`src/sv/apn_pkg.sv`:
```
// apn_pkg: shared types and constants for the audio peak normalizer.
// Used by apn_div, audio_peak_normalizer_top and the sim checker and testbench; depends on nothing.
package apn_pkg;

    localparam int STORE_DEPTH = 4096;
    localparam int SAMPLE_BITS = 24;
    localparam int ADDR_W      = $clog2(STORE_DEPTH);
    localparam int CNT_W       = ADDR_W + 1;
    localparam int SCALE_W     = 32;
    localparam int FRAC_SHIFT  = 17;
    localparam int NUM_W       = SAMPLE_BITS + FRAC_SHIFT + 1;
    localparam int PROD_W      = SAMPLE_BITS + SCALE_W;
    localparam int CFG_IDX_W   = 1;

    localparam logic [SAMPLE_BITS-1:0] SAMPLE_SIGN = {1'b1, {(SAMPLE_BITS-1){1'b0}}};
    localparam logic [SAMPLE_BITS-1:0] SAMPLE_MAX  = {1'b0, {(SAMPLE_BITS-1){1'b1}}};
    localparam logic [SAMPLE_BITS-1:0] PEAK_FLOOR  =
        SAMPLE_BITS'((64'd1 << (SAMPLE_BITS - 1)) / 64'd1000000);
    localparam logic [SCALE_W-1:0]     UNITY       = SCALE_W'(65536);
    localparam logic [SAMPLE_BITS-1:0] TARGET_RST  = SAMPLE_BITS'(4194304);

    // configuration register indexes
    localparam logic [CFG_IDX_W-1:0] CFG_MODE   = 1'b0;
    localparam logic [CFG_IDX_W-1:0] CFG_TARGET = 1'b1;

    typedef enum logic [1:0] {
        MODE_NONE,
        MODE_RAISE,
        MODE_LOWER,
        MODE_ALWAYS
    } t_mode;

    typedef enum logic [2:0] {
        ST_IDLE,
        ST_DIV,
        ST_MUL,
        ST_RND
    } t_state;

    typedef struct packed {
        logic                          kind;
        logic signed [SAMPLE_BITS-1:0] sample_in;
        logic                          last_in;
    } t_in_word;

    typedef struct packed {
        logic signed [SAMPLE_BITS-1:0] sample_out;
        logic                          last_out;
        logic                          clip_overflow;
    } t_out_word;

endpackage

```
`src/sv/apn_div.sv`:
```
// apn_div: restoring divider, one quotient bit per cycle, saturating output.
// Depends on apn_pkg.
module apn_div import apn_pkg::*; (
    input  logic                   i_clk,
    input  logic                   i_rst_n,
    input  logic                   i_start,
    input  logic [NUM_W-1:0]       i_num,
    input  logic [SAMPLE_BITS-1:0] i_den,
    output logic                   o_done,
    output logic [SCALE_W-1:0]     o_quot
);

    localparam int STEP_W = $clog2(NUM_W + 1);

    logic                   r_run;
    logic                   r_done;
    logic [STEP_W-1:0]      r_cnt;
    logic [NUM_W-1:0]       r_num;
    logic [SAMPLE_BITS-1:0] r_den;
    logic [SAMPLE_BITS-1:0] r_rem;

    logic [SAMPLE_BITS:0]   w_rem_sh;
    logic                   w_ge;
    logic [SAMPLE_BITS:0]   w_rem_sub;

    always_comb begin
        w_rem_sh  = {r_rem, r_num[NUM_W-1]};
        w_ge      = (w_rem_sh >= {1'b0, r_den});
        w_rem_sub = w_rem_sh - {1'b0, r_den};
    end

    always_ff @(posedge i_clk) begin
        if (!i_rst_n) begin
            r_run  <= 1'b0;
            r_done <= 1'b0;
            r_cnt  <= '0;
        end else begin
            r_done <= 1'b0;
            if (i_start) begin
                r_run <= 1'b1;
                r_cnt <= '0;
            end else if (r_run) begin
                r_cnt <= r_cnt + 1'b1;
                if (r_cnt == STEP_W'(NUM_W - 1)) begin
                    r_run  <= 1'b0;
                    r_done <= 1'b1;
                end
            end
        end
    end

    // datapath: quotient bits shift in where numerator bits shift out
    always_ff @(posedge i_clk) begin
        if (i_start) begin
            r_num <= i_num;
            r_den <= i_den;
            r_rem <= '0;
        end else if (r_run) begin
            r_num <= {r_num[NUM_W-2:0], w_ge};
            r_rem <= w_ge ? w_rem_sub[SAMPLE_BITS-1:0] : w_rem_sh[SAMPLE_BITS-1:0];
        end
    end

    assign o_done = r_done;
    assign o_quot = (|r_num[NUM_W-1:SCALE_W]) ? {SCALE_W{1'b1}} : r_num[SCALE_W-1:0];

endmodule

```
`config.mk`:
```
export PLATFORM = sky130hd
export DESIGN_NAME = apn_div
export DESIGN_NICKNAME = d
export VERILOG_FILES = /design/src/sv/apn_pkg.sv /design/src/sv/apn_div.sv
export SDC_FILE = /design/constraint.sdc
export NUM_CORES = 1
export LEC_CHECK = 0
export CORE_MARGIN = 2
export CORE_UTILIZATION = 50
export DETAILED_ROUTE_END_ITERATION = 16
export DONT_BUFFER_PORTS = 1
export HOLD_SLACK_MARGIN = 0.15
export PLACE_DENSITY = 0.7
export SYNTH_ARGS = -nofsm -noshare
export SYNTH_HDL_FRONTEND = slang
export SYNTH_SLANG_ARGS = --single-unit
```
`constraint.sdc`:
```
create_clock -name i_clk -period 7.9 [get_ports i_clk]
set_input_delay 0.79 -clock i_clk [delete_from_list [all_inputs] [get_ports i_clk]]
set_output_delay 0.79 -clock i_clk [all_outputs]
set_load 0.01 [all_outputs]
```
==> flow_summary.json, run 1 <==
{
  "setup_viol": 0,
  "grt_pass1_wl_microns": 17330,
  "clock_skew_ps": 14.59,
  "yosysSeqAreaShare_pct": 47.30,
  "ys_ff_latch": 98,
  "maxSlewViolCount": 0,
  "dpl.hpwl_microns": 7319,
  "cts_setup_buffers": 0,
  "synthDistinctLibCells": 60,
  "worstMarginPinSlew_ps": 1045,
  "numPortBuffers": 0,
  "leakagePower_uw": 0.002081,
  "p_sw_uw": 317.5,
  "rr_worst_depth": 10,
  "dp_slack_ps": 5093,
  "cts_made_buffers": 9,
  "min_path_cells": 2,
  "grt_max_degree": 95,
  "drive_gt1_share_pct": 22.70,
  "synth_area_leader_cell": "edfxtp_1",
  "syn_inst": 515,
  "synth_top_family_by_area": "compound AO/OA/AOI/OAI gates",
  "worst_setup_path_end_kind": "output port",
  "die_w_microns": 109.3,
  "n_antenna_cell": 0,
  "synth-main-ff-cell": "edfxtp_1",
  "synthXorXnorAreaFrac_pct": 3.318,
  "critical_path.cell_chain": "nor4_1 -> nand3_1 -> or2_2",
  "grt_pass1_vias": 3686,
  "crit_required_ps": 7110,
  "vdd_ir_drop_max_mv": 0.1374,
  "routedWlPerCell_microns": 16.45,
  "final.min_clock_period_ps": 3178,
  "worstSkewPairLatency_ps": 380,
  "cts_hold_buf": 0,
  "dr_total_vias": 3677,
  "cts_tree": "yes",
  "syn_avg_cell_area_sq_um": 10.77,
  "yosysTopAreaCellShare_pct": 35.75,
  "combPwrFrac_pct": 18.3,
  "cp_slowest_stage_delay_ps": 650,
  "p_per_area_nw_per_um2": 194.3,
  "path_clk_slew_ps": 100,
  "ant_nets": 0,
  "synth_area_leaders": "edfxtp_1 (36%), dfxtp_1 (12%), mux2_2 (8.5%)",
  "io_pins": 102,
  "yosys.area_share.simple_pct": 14.94,
  "ctsHtreeMaxLevel": 3,
  "core_area_sq_um": 10840,
  "hold_viol": 0,
  "synthAdderAreaFrac_pct": 6.229,
  "fin_ws_ps": 4722,
  "dr.pass1.iters": 4,
  "antenna_found_initial": 0,
  "drt_iter0_drc": 180,
  "cp.depth": 3,
  "start_util_pct": 51.14,
  "status": "finished clean",
  "num_rows": 38,
  "place_congestion": 0.8771,
  "synth_compound_area_share_pct": 15.57,
  "fp.dieArea_sq_um": 11950,
  "area_growth_pct": 4.604,
  "final_nets": 602,
  "synth_edf_count": 66,
  "fin_area_sq_um": 5799,
  "cp_slowest_cell": "nand3_1",
  "p_int_uw": 809.1,
  "cap_violations": 0,
  "setup_tns_ps": 0,
  "yosys_warnings": 0,
  "synthArstFlopShare_pct": 0,
  "synth_fp_nets": 611,
  "cts-root-buf": "clkbuf_8",
  "startpoint_type": "flip-flop",
  "syn-cell-area_sq_um": 5544,
  "cp.arrival_ps": 2390,
  "cts.repair.resized": 0,
  "num-fill-cells": 982,
  "die_h_microns": 109.3,
  "seqPwrFrac_pct": 55.5,
  "rsz0062_at_grt": "false",
  "gr-total-overflow": 0,
  "hold_class": "flip-flop to flip-flop",
  "slew_headroom_pct": 30.33,
  "cts.sinks": 98,
  "crit_fanout": 32,
  "synth_mux_area_share_pct": 8.711,
  "drc": 0,
  "grt_use_total_pct": 18.87,
  "clockBufferDepth": 2,
  "finalWirelength_microns": 10710,
  "detail_route.vias_per_cell": 5.648,
  "min_period_over_period_pct": 40.22,
  "p_sw_share_pct": 28.18,
  "dpl-instance-area_sq_um": 5623,
  "cp_top_family": "simple AND/OR/NAND/NOR gates",
  "critPathKind": "flip-flop to output port",
  "clock.fmax_ghz": 0.3147,
  "pwr-share-clk_pct": 26.2,
  "cp_num_buf_inv": 0,
  "utilization_pct": 53.50
}
==> cell families (layout without fill, tap and decap cells) <==
family          after synthesis  after routing
simple gates                169            169
compound gates              106            106
mux                          43             43
fa+ha+maj                    27             27
xor+xnor                     21             21
flops                        98             98
buf+inv                      51             47
==> synthesized netlist by cell type (13+ instances only) <==
cell and n:
edfxtp_1 66, nand2_1 52, nor2_1 43, mux2_2 42
dfxtp_1 32, or2_2 32, inv_1 29, a21oi_1 28
ha_1 26, clkbuf_1 16, xnor2_1 13
==> worst register-to-register path: stages, from the launching register on <==
cell and delay, ps:
edfxtp_1 390, inv_1 60, ha_1 290, nor2b_1 260, o21bai_4 90, a211oi_2 330
nor4b_2 130, o21bai_4 220, nand2_2 300, or3_1 490, a311oi_2 230
==> stage by stage <==
step           total power, uW  hold slack, ps  cells
3_3_place_gp             836.0           465.7    635
3_5_place_dp             841.9           468.3    635
4_1_cts                   1142           440.7    651
2_1_floorplan            809.4           442.8    515
5_1_grt                   1195           426.9    651
6_report                  1127           486.5    651
==> state kept, by name, indices dropped and copies added (netlist names) <==
register / flops
r_run: 1
r_num: 42
o_done: 1
r_rem: 24
r_cnt: 6
r_den: 24
==> worst paths after layout <==
path	startpoint	slack [ps]	end
worst max-delay path	r_num[41]	4720	o_quot[16]
worst min-delay path	r_rem[13]	490	r_rem[13]
worst max register to register	r_den[1]	5030	r_rem[18]
worst min register to register	r_rem[13]	490	r_rem[13]
==> cells in the final DEF (no fill, tap or decap), types with 8 or more instances in the layout <==
cell type	Yosys	layout
nand3_1	8	8
edfxtp_1	66	66
or2_2	32	32
dfxtp_1	32	31
nand2_1	52	52
o21ai_0	9	9
inv_1	29	29
clkbuf_8	0	9
mux2_2	42	42
a311oi_2	9	9
a311oi_1	8	8
nor2_1	43	43
a21oi_1	28	28
ha_1	26	26
xor2_1	8	8
o21a_1	9	9
xnor2_1	13	13
==> power groups by stage <==
stage	Combinational (uW)	Sequential (uW)	Clock, uW
floorplan	186	624	0
global placement	201	635	0
detailed placement	205	637	0
CTS	207	626	309
global route	231	631	333
finish	206	625	296
==> metal layers <==
metal  GRT usage [%]  up-vias  wire length, microns  part of all wire [%]
met4           5.877        0                   108                   1.0
met3           7.291       10                   681                   6.4
met5               0        -                     0                     0
met1           23.80     1741                  4854                    45
li1                -     1845                     -                     -
met2           30.04       81                  5064                    47
==> layout make-up <==
type                            count  area, sq um  share of cell area [%]
Tap cell                          140        175.2                   3.020
Multi-Input combinational cell    366         2704                   46.62
Clock inverter                      7        52.55                  0.9061
Sequential cell                    98         2624                   45.24
Inverter                           30        112.6                   1.942
Clock buffer                        9        123.9                   2.136
Timing Repair Buffer                1        7.507                  0.1294
Power figures use the tool's default switching activity.
==> inputs of run 2 (changes only) <==
==> constraint.sdc (replaced) <==
create_clock -name i_clk -period 3.28 [get_ports i_clk]
set_input_delay 0.328 -clock i_clk [delete_from_list [all_inputs] [get_ports i_clk]]
set_output_delay 0.328 -clock i_clk [all_outputs]
set_load 0.01 [all_outputs]
==> flow_summary.json, run 2 (synthesized netlist as in run 1, its figures left out) <==
{
  "r2r-start": "r_den[1]",
  "gr-total-overflow": 0,
  "grt_pass1_vias": 3985,
  "slew_headroom_pct": 40.28,
  "dr_total_vias": 3942,
  "fp.dieArea_sq_um": 11950,
  "place_congestion": 0.8506,
  "ctsHtreeMaxLevel": 3,
  "area_growth_pct": 16.47,
  "fin_ws_ps": 400.7,
  "path_clk_slew_ps": 100,
  "startpoint_type": "flip-flop",
  "final.min_clock_period_ps": 2879,
  "cts.repair.resized": 0,
  "grt_max_degree": 49,
  "p_per_area_nw_per_um2": 448.0,
  "leakagePower_uw": 0.002365,
  "die_w_microns": 109.3,
  "dp_slack_ps": 431.9,
  "min_from": "i_num[5]",
  "maxSlewViolCount": 0,
  "layout_commonest_cell": "edfxtp_1",
  "antenna_found_initial": 0,
  "setup_viol": 0,
  "min_path_cells": 1,
  "vdd_ir_drop_max_mv": 0.3424,
  "r2r_setup_slack_ps": 400,
  "cap_violations": 0,
  "n_antenna_cell": 0,
  "die_h_microns": 109.3,
  "crit_required_ps": 3580,
  "status": "finished clean",
  "startpoint": "r_den[1]",
  "utilization_pct": 59.57,
  "cts.sinks": 98,
  "fin_area_sq_um": 6457,
  "dpl.hpwl_microns": 7477,
  "rsz0062_at_grt": "false",
  "clock.fmax_ghz": 0.3473,
  "finalWirelength_microns": 11750,
  "dr.pass1.iters": 4,
  "hold_class": "input port to flip-flop",
  "drive_gt1_share_pct": 20.42,
  "clock_skew_ps": 16.05,
  "worstSkewPairLatency_ps": 390,
  "cts_made_buffers": 9,
  "drt_iter0_drc": 144,
  "cts_setup_buffers": 0,
  "clockBufferDepth": 2,
  "mostFrequentLayoutCells": "edfxtp_1 (66), dlygate4sd3_1 (60), nand2_1 (52)",
  "worst_setup_path_end_kind": "flip-flop",
  "numPortBuffers": 0,
  "io_pins": 102,
  "drc": 0,
  "cp.arrival_ps": 3180,
  "final_nets": 664,
  "dpl-instance-area_sq_um": 5630,
  "start_util_pct": 51.14,
  "routedWlPerCell_microns": 16.49,
  "ant_nets": 0,
  "reg2reg_to": "r_rem[18]",
  "cts-root-buf": "clkbuf_8",
  "hold_viol": 0,
  "critPathKind": "flip-flop to flip-flop",
  "p_total_uw": 2893,
  "hold_end": "r_num[5]",
  "grt_use_total_pct": 20.38,
  "num_rows": 38,
  "worstMarginPinSlew_ps": 893.2,
  "cts_hold_buf": 60,
  "crit_fanout": 20,
  "setup_tns_ps": 0,
  "min_period_over_period_pct": 87.78,
  "grt_pass1_wl_microns": 18860,
  "largest_reg_flops": 42,
  "reg.largest.list": "r_num: 42 flops, r_den: 24 flops, r_rem: 24 flops",
  "detail_route.vias_per_cell": 5.529,
  "cts_tree": "yes",
  "rr_worst_depth": 10,
  "core_area_sq_um": 10840,
  "largest-register": "r_num"
}
==> run 2: area by class of cell <==
cell class,instances,area [sq um]
fillers,935,4383
inverters,30,112.6
repair buffers,63,643.1
flip-flops and latches,98,2624
multi-input cells,366,2704
well taps,140,175.2
clock inverters,7,75.07
clock buffers,9,123.9
==> run 2: power by group <==
part	internal, uW	switching (uW)	total [uW]
Clock	360	449	809
Combinational	281	305	586
Sequential	1440	58.7	1500
==> run 2: worst max path at each step <==
stage                end  slack [ps]  cells past startpoint
6_report       r_rem[18]         400                     10
5_1_grt         r_rem[2]         200                     10
4_1_cts        r_rem[18]         400                     10
3_5_place_dp   r_rem[18]         430                     10
3_3_place_gp   r_rem[18]         560                     10
2_1_floorplan   r_num[0]         820                     10
==> run 2: routing by layer <==
layer  track usage (%)  share of wire [%]  vias up
li1                  -                  -     1980
met1             26.36                 45     1842
met2             33.54                 49      102
met3             4.209                4.9       18
met4             8.137                1.9        0
met5                 0                  0        -
==> run 2: through the flow <==
step / hold WS [ps] / std cells
final: 167.1 / 713
after global routing: 153.5 / 713
after CTS: 150.2 / 712
after detailed placement: 408.8 / 636
after global placement: 406.4 / 636
after floorplan: 426.9 / 515
==> run 2: worst max-delay path: stages, from the launching register on <==
cell and delay (ps):
edfxtp_1 400, inv_1 60, ha_1 300, nor2b_1 260, o21bai_4 90, a211oi_2 300, nor4b_2 120, o21bai_4 220
nand2_2 320, or3_1 490, a311oi_2 220
==> inputs of run 3 (changes only) <==
--- a/config.mk
+++ b/config.mk
@@ -5,6 +5,7 @@
 export SDC_FILE = /design/constraint.sdc
 export NUM_CORES = 1
 export LEC_CHECK = 0
+export ABC_AREA = 1
 export CORE_MARGIN = 2
 export CORE_UTILIZATION = 50
 export DETAILED_ROUTE_END_ITERATION = 16
==> flow_summary.json, run 3 <==
{
  "pwr-share-clk_pct": 36.8,
  "num-fill-cells": 1172,
  "combPwrFrac_pct": 10.5,
  "cts_setup_buffers": 0,
  "r2r-start": "r_den[22]",
  "startpoint": "r_den[22]",
  "setup_tns_ps": 0,
  "ys_ff_latch": 98,
  "yosys_warnings": 0,
  "rr_worst_depth": 10,
  "crit_required_ps": 3390,
  "n_antenna_cell": 0,
  "cp_num_buf_inv": 1,
  "dr_total_vias": 5127,
  "leakagePower_uw": 0.003276,
  "largest_reg_flops": 42,
  "grt_pass1_vias": 4889,
  "dp_slack_ps": 854.4,
  "p_sw_share_pct": 25.31,
  "slew_headroom_pct": 72.31,
  "antenna_found_initial": 0,
  "finalWirelength_microns": 13780,
  "cts-root-buf": "clkbuf_16",
  "yosysTopAreaCellShare_pct": 32.75,
  "rsz0062_at_grt": "false",
  "utilization_pct": 56.70,
  "worstSkewPairLatency_ps": 360,
  "largest-register": "r_num",
  "grt_pass1_wl_microns": 23110,
  "crit_fanout": 25,
  "hold_class": "input port to flip-flop",
  "critPathKind": "flip-flop to flip-flop",
  "synth_edf_count": 66,
  "area_growth_pct": 11.60,
  "fin_cells": 1016,
  "yosysMostFrequentCell": "nand2_1",
  "die_h_microns": 114.0,
  "synth_area_leaders": "edfxtp_1 (33%), nand2_1 (18%), inv_1 (11%)",
  "cts_made_buffers": 9,
  "vdd_ir_drop_max_mv": 0.2953,
  "status": "finished clean",
  "synth_fp_nets": 938,
  "cp.depth": 10,
  "multiInputGateArea_sq_um": 2664,
  "ant_nets": 0,
  "clock.fmax_ghz": 0.4091,
  "dr.pass1.iters": 4,
  "p_sw_uw": 693.4,
  "cts_tree": "yes",
  "p_per_area_nw_per_um2": 405.7,
  "clockBufferDepth": 2,
  "syn_avg_cell_area_sq_um": 7.188,
  "num_rows": 40,
  "gr-total-overflow": 0,
  "numPortBuffers": 0,
  "mostFrequentLayoutCells": "nand2_1 (296), inv_1 (173), edfxtp_1 (66)",
  "reg.largest.list": "r_num: 42 flops, r_den: 24 flops, r_rem: 24 flops",
  "critical_path.cell_chain": "inv_1 -> ha_1 -> a21oi_1 -> nor2_1 -> nor2_1 -> nand2_1 -> a21oi_4 -> nand3_4 -> nand2_1 -> nand2_1",
  "synth_common_cells": "nand2_1 (296), inv_1 (174), edfxtp_1 (66)",
  "cts.repair.resized": 0,
  "place_inst": 972,
  "final_nets": 960,
  "drt_iter0_drc": 245,
  "r2r_setup_slack_ps": 840,
  "worstMarginPinSlew_ps": 414.5,
  "dpl.hpwl_microns": 10040,
  "hold_slack_ps": 160.1,
  "cp.arrival_ps": 2560,
  "detail_route.vias_per_cell": 5.046,
  "synthArstFlopShare_pct": 0,
  "yosysSeqAreaShare_pct": 43.33,
  "min_period_over_period_pct": 74.52,
  "synth_area_leader_cell": "edfxtp_1",
  "cpMostUsedCell": "nand2_1",
  "grt_use_total_pct": 22.41,
  "grt_max_degree": 80,
  "syn_inst": 842,
  "cap_violations": 0,
  "start_util_pct": 50.81,
  "p_int_uw": 2047,
  "hold_viol": 0,
  "setup_viol": 0,
  "io_pins": 102,
  "fp.dieArea_sq_um": 13000,
  "cp_slowest_stage_delay_ps": 360,
  "syn-cell-area_sq_um": 6052,
  "clock_skew_ps": 9.349,
  "routedWlPerCell_microns": 13.56,
  "cts.sinks": 98,
  "place_congestion": 0.9427,
  "die_w_microns": 114.0,
  "cp_top_family": "simple AND/OR/NAND/NOR gates",
  "seqCellArea_sq_um": 2623,
  "synthDistinctLibCells": 30,
  "synth-main-ff-cell": "edfxtp_1",
  "drive_gt1_share_pct": 3.913,
  "worst_setup_path_end_kind": "flip-flop",
  "fin_ws_ps": 835.7,
  "ctsHtreeMaxLevel": 3,
  "final.min_clock_period_ps": 2444,
  "core_area_sq_um": 11910,
  "seqPwrFrac_pct": 52.7,
  "drc": 0,
  "cp_slowest_cell": "ha_1",
  "crit_end": "r_num[0]",
  "path_clk_slew_ps": 70,
  "startpoint_type": "flip-flop",
  "reg2reg_to": "r_num[0]",
  "layout_commonest_cell": "nand2_1",
  "maxSlewViolCount": 0
}
-- run 3: cell types whose count changed after synthesis, moves of 7 or more --
cell,previous run,this run
nand2_1,52,296
inv_1,29,174
nand3_1,8,57
mux2_2,42,0
o21ai_0,9,43
or2_2,32,0
nand4_1,4,29
a21oi_1,28,17
a311oi_2,9,0
o21a_1,9,0
a311oi_1,8,0
buf_2,0,7
-- run 3: final cells by class --
class | instances | share of cell area (%)
inverters | 174 | 9.670
well taps | 147 | 2.723
clock buffers | 10 | 3.390
flip-flops and latches | 98 | 38.83
multi-input cells | 545 | 39.44
clock inverters | 6 | 0.7595
repair buffers | 36 | 5.187
-- run 3: power by group through the flow --
stage / registers, uW / clock network (uW) / logic, uW
CTS: 1440 / 1040 / 291
floorplan: 1460 / 0 / 206
detailed placement: 1470 / 0 / 253
global placement: 1470 / 0 / 252
global route: 1450 / 1090 / 333
finish: 1440 / 1010 / 289
-- run 3: worst min-delay path by stage --
stage               from         to  depth (start not counted)
2_1_floorplan   i_den[0]   r_den[0]                          0
3_3_place_gp    i_den[5]   r_den[5]                          0
3_5_place_dp    i_den[4]   r_den[4]                          0
4_1_cts        i_num[29]  r_num[29]                          2
5_1_grt        i_num[19]  r_num[19]                          2
6_report       i_num[37]  r_num[37]                          2
-- run 3: timing repair --
item                                    in CTS  in global routing
endpoints found under the setup margin       0                  0
hold endpoints to repair                    51                  0
hold buffers                                28                  0
-- run 3: layer usage --
metal	track usage, %	up-vias	wire length, microns
li1	-	2677	-
met2	37.10	145	6640
met4	6.341	0	187
met1	29.35	2291	6105
met5	0	-	0
met3	5.473	14	843
-- run 3: kinds of logic (layout without fill, tap and decap cells) --
| kind of cell | count (synthesis) | in the layout | share of synthesized area (%) |
|---|---|---|---|
| DFF | 98 | 98 | 43.33 |
| buffers and inverters | 199 | 226 | 12.74 |
| adders and majority gates | 27 | 27 | 5.706 |
| and+or+nand+nor | 438 | 438 | 30.51 |
| AOI/OAI and AO/OA | 68 | 68 | 5.975 |
| xor gates and xnor gates | 12 | 12 | 1.737 |
-- run 3: metrics by stage --
stage	total power [uW]	area (sq um)
2_1_floorplan	1669	6052
5_1_grt	2874	6754
3_3_place_gp	1721	6183
6_report	2740	6754
4_1_cts	2771	6754
3_5_place_dp	1724	6183
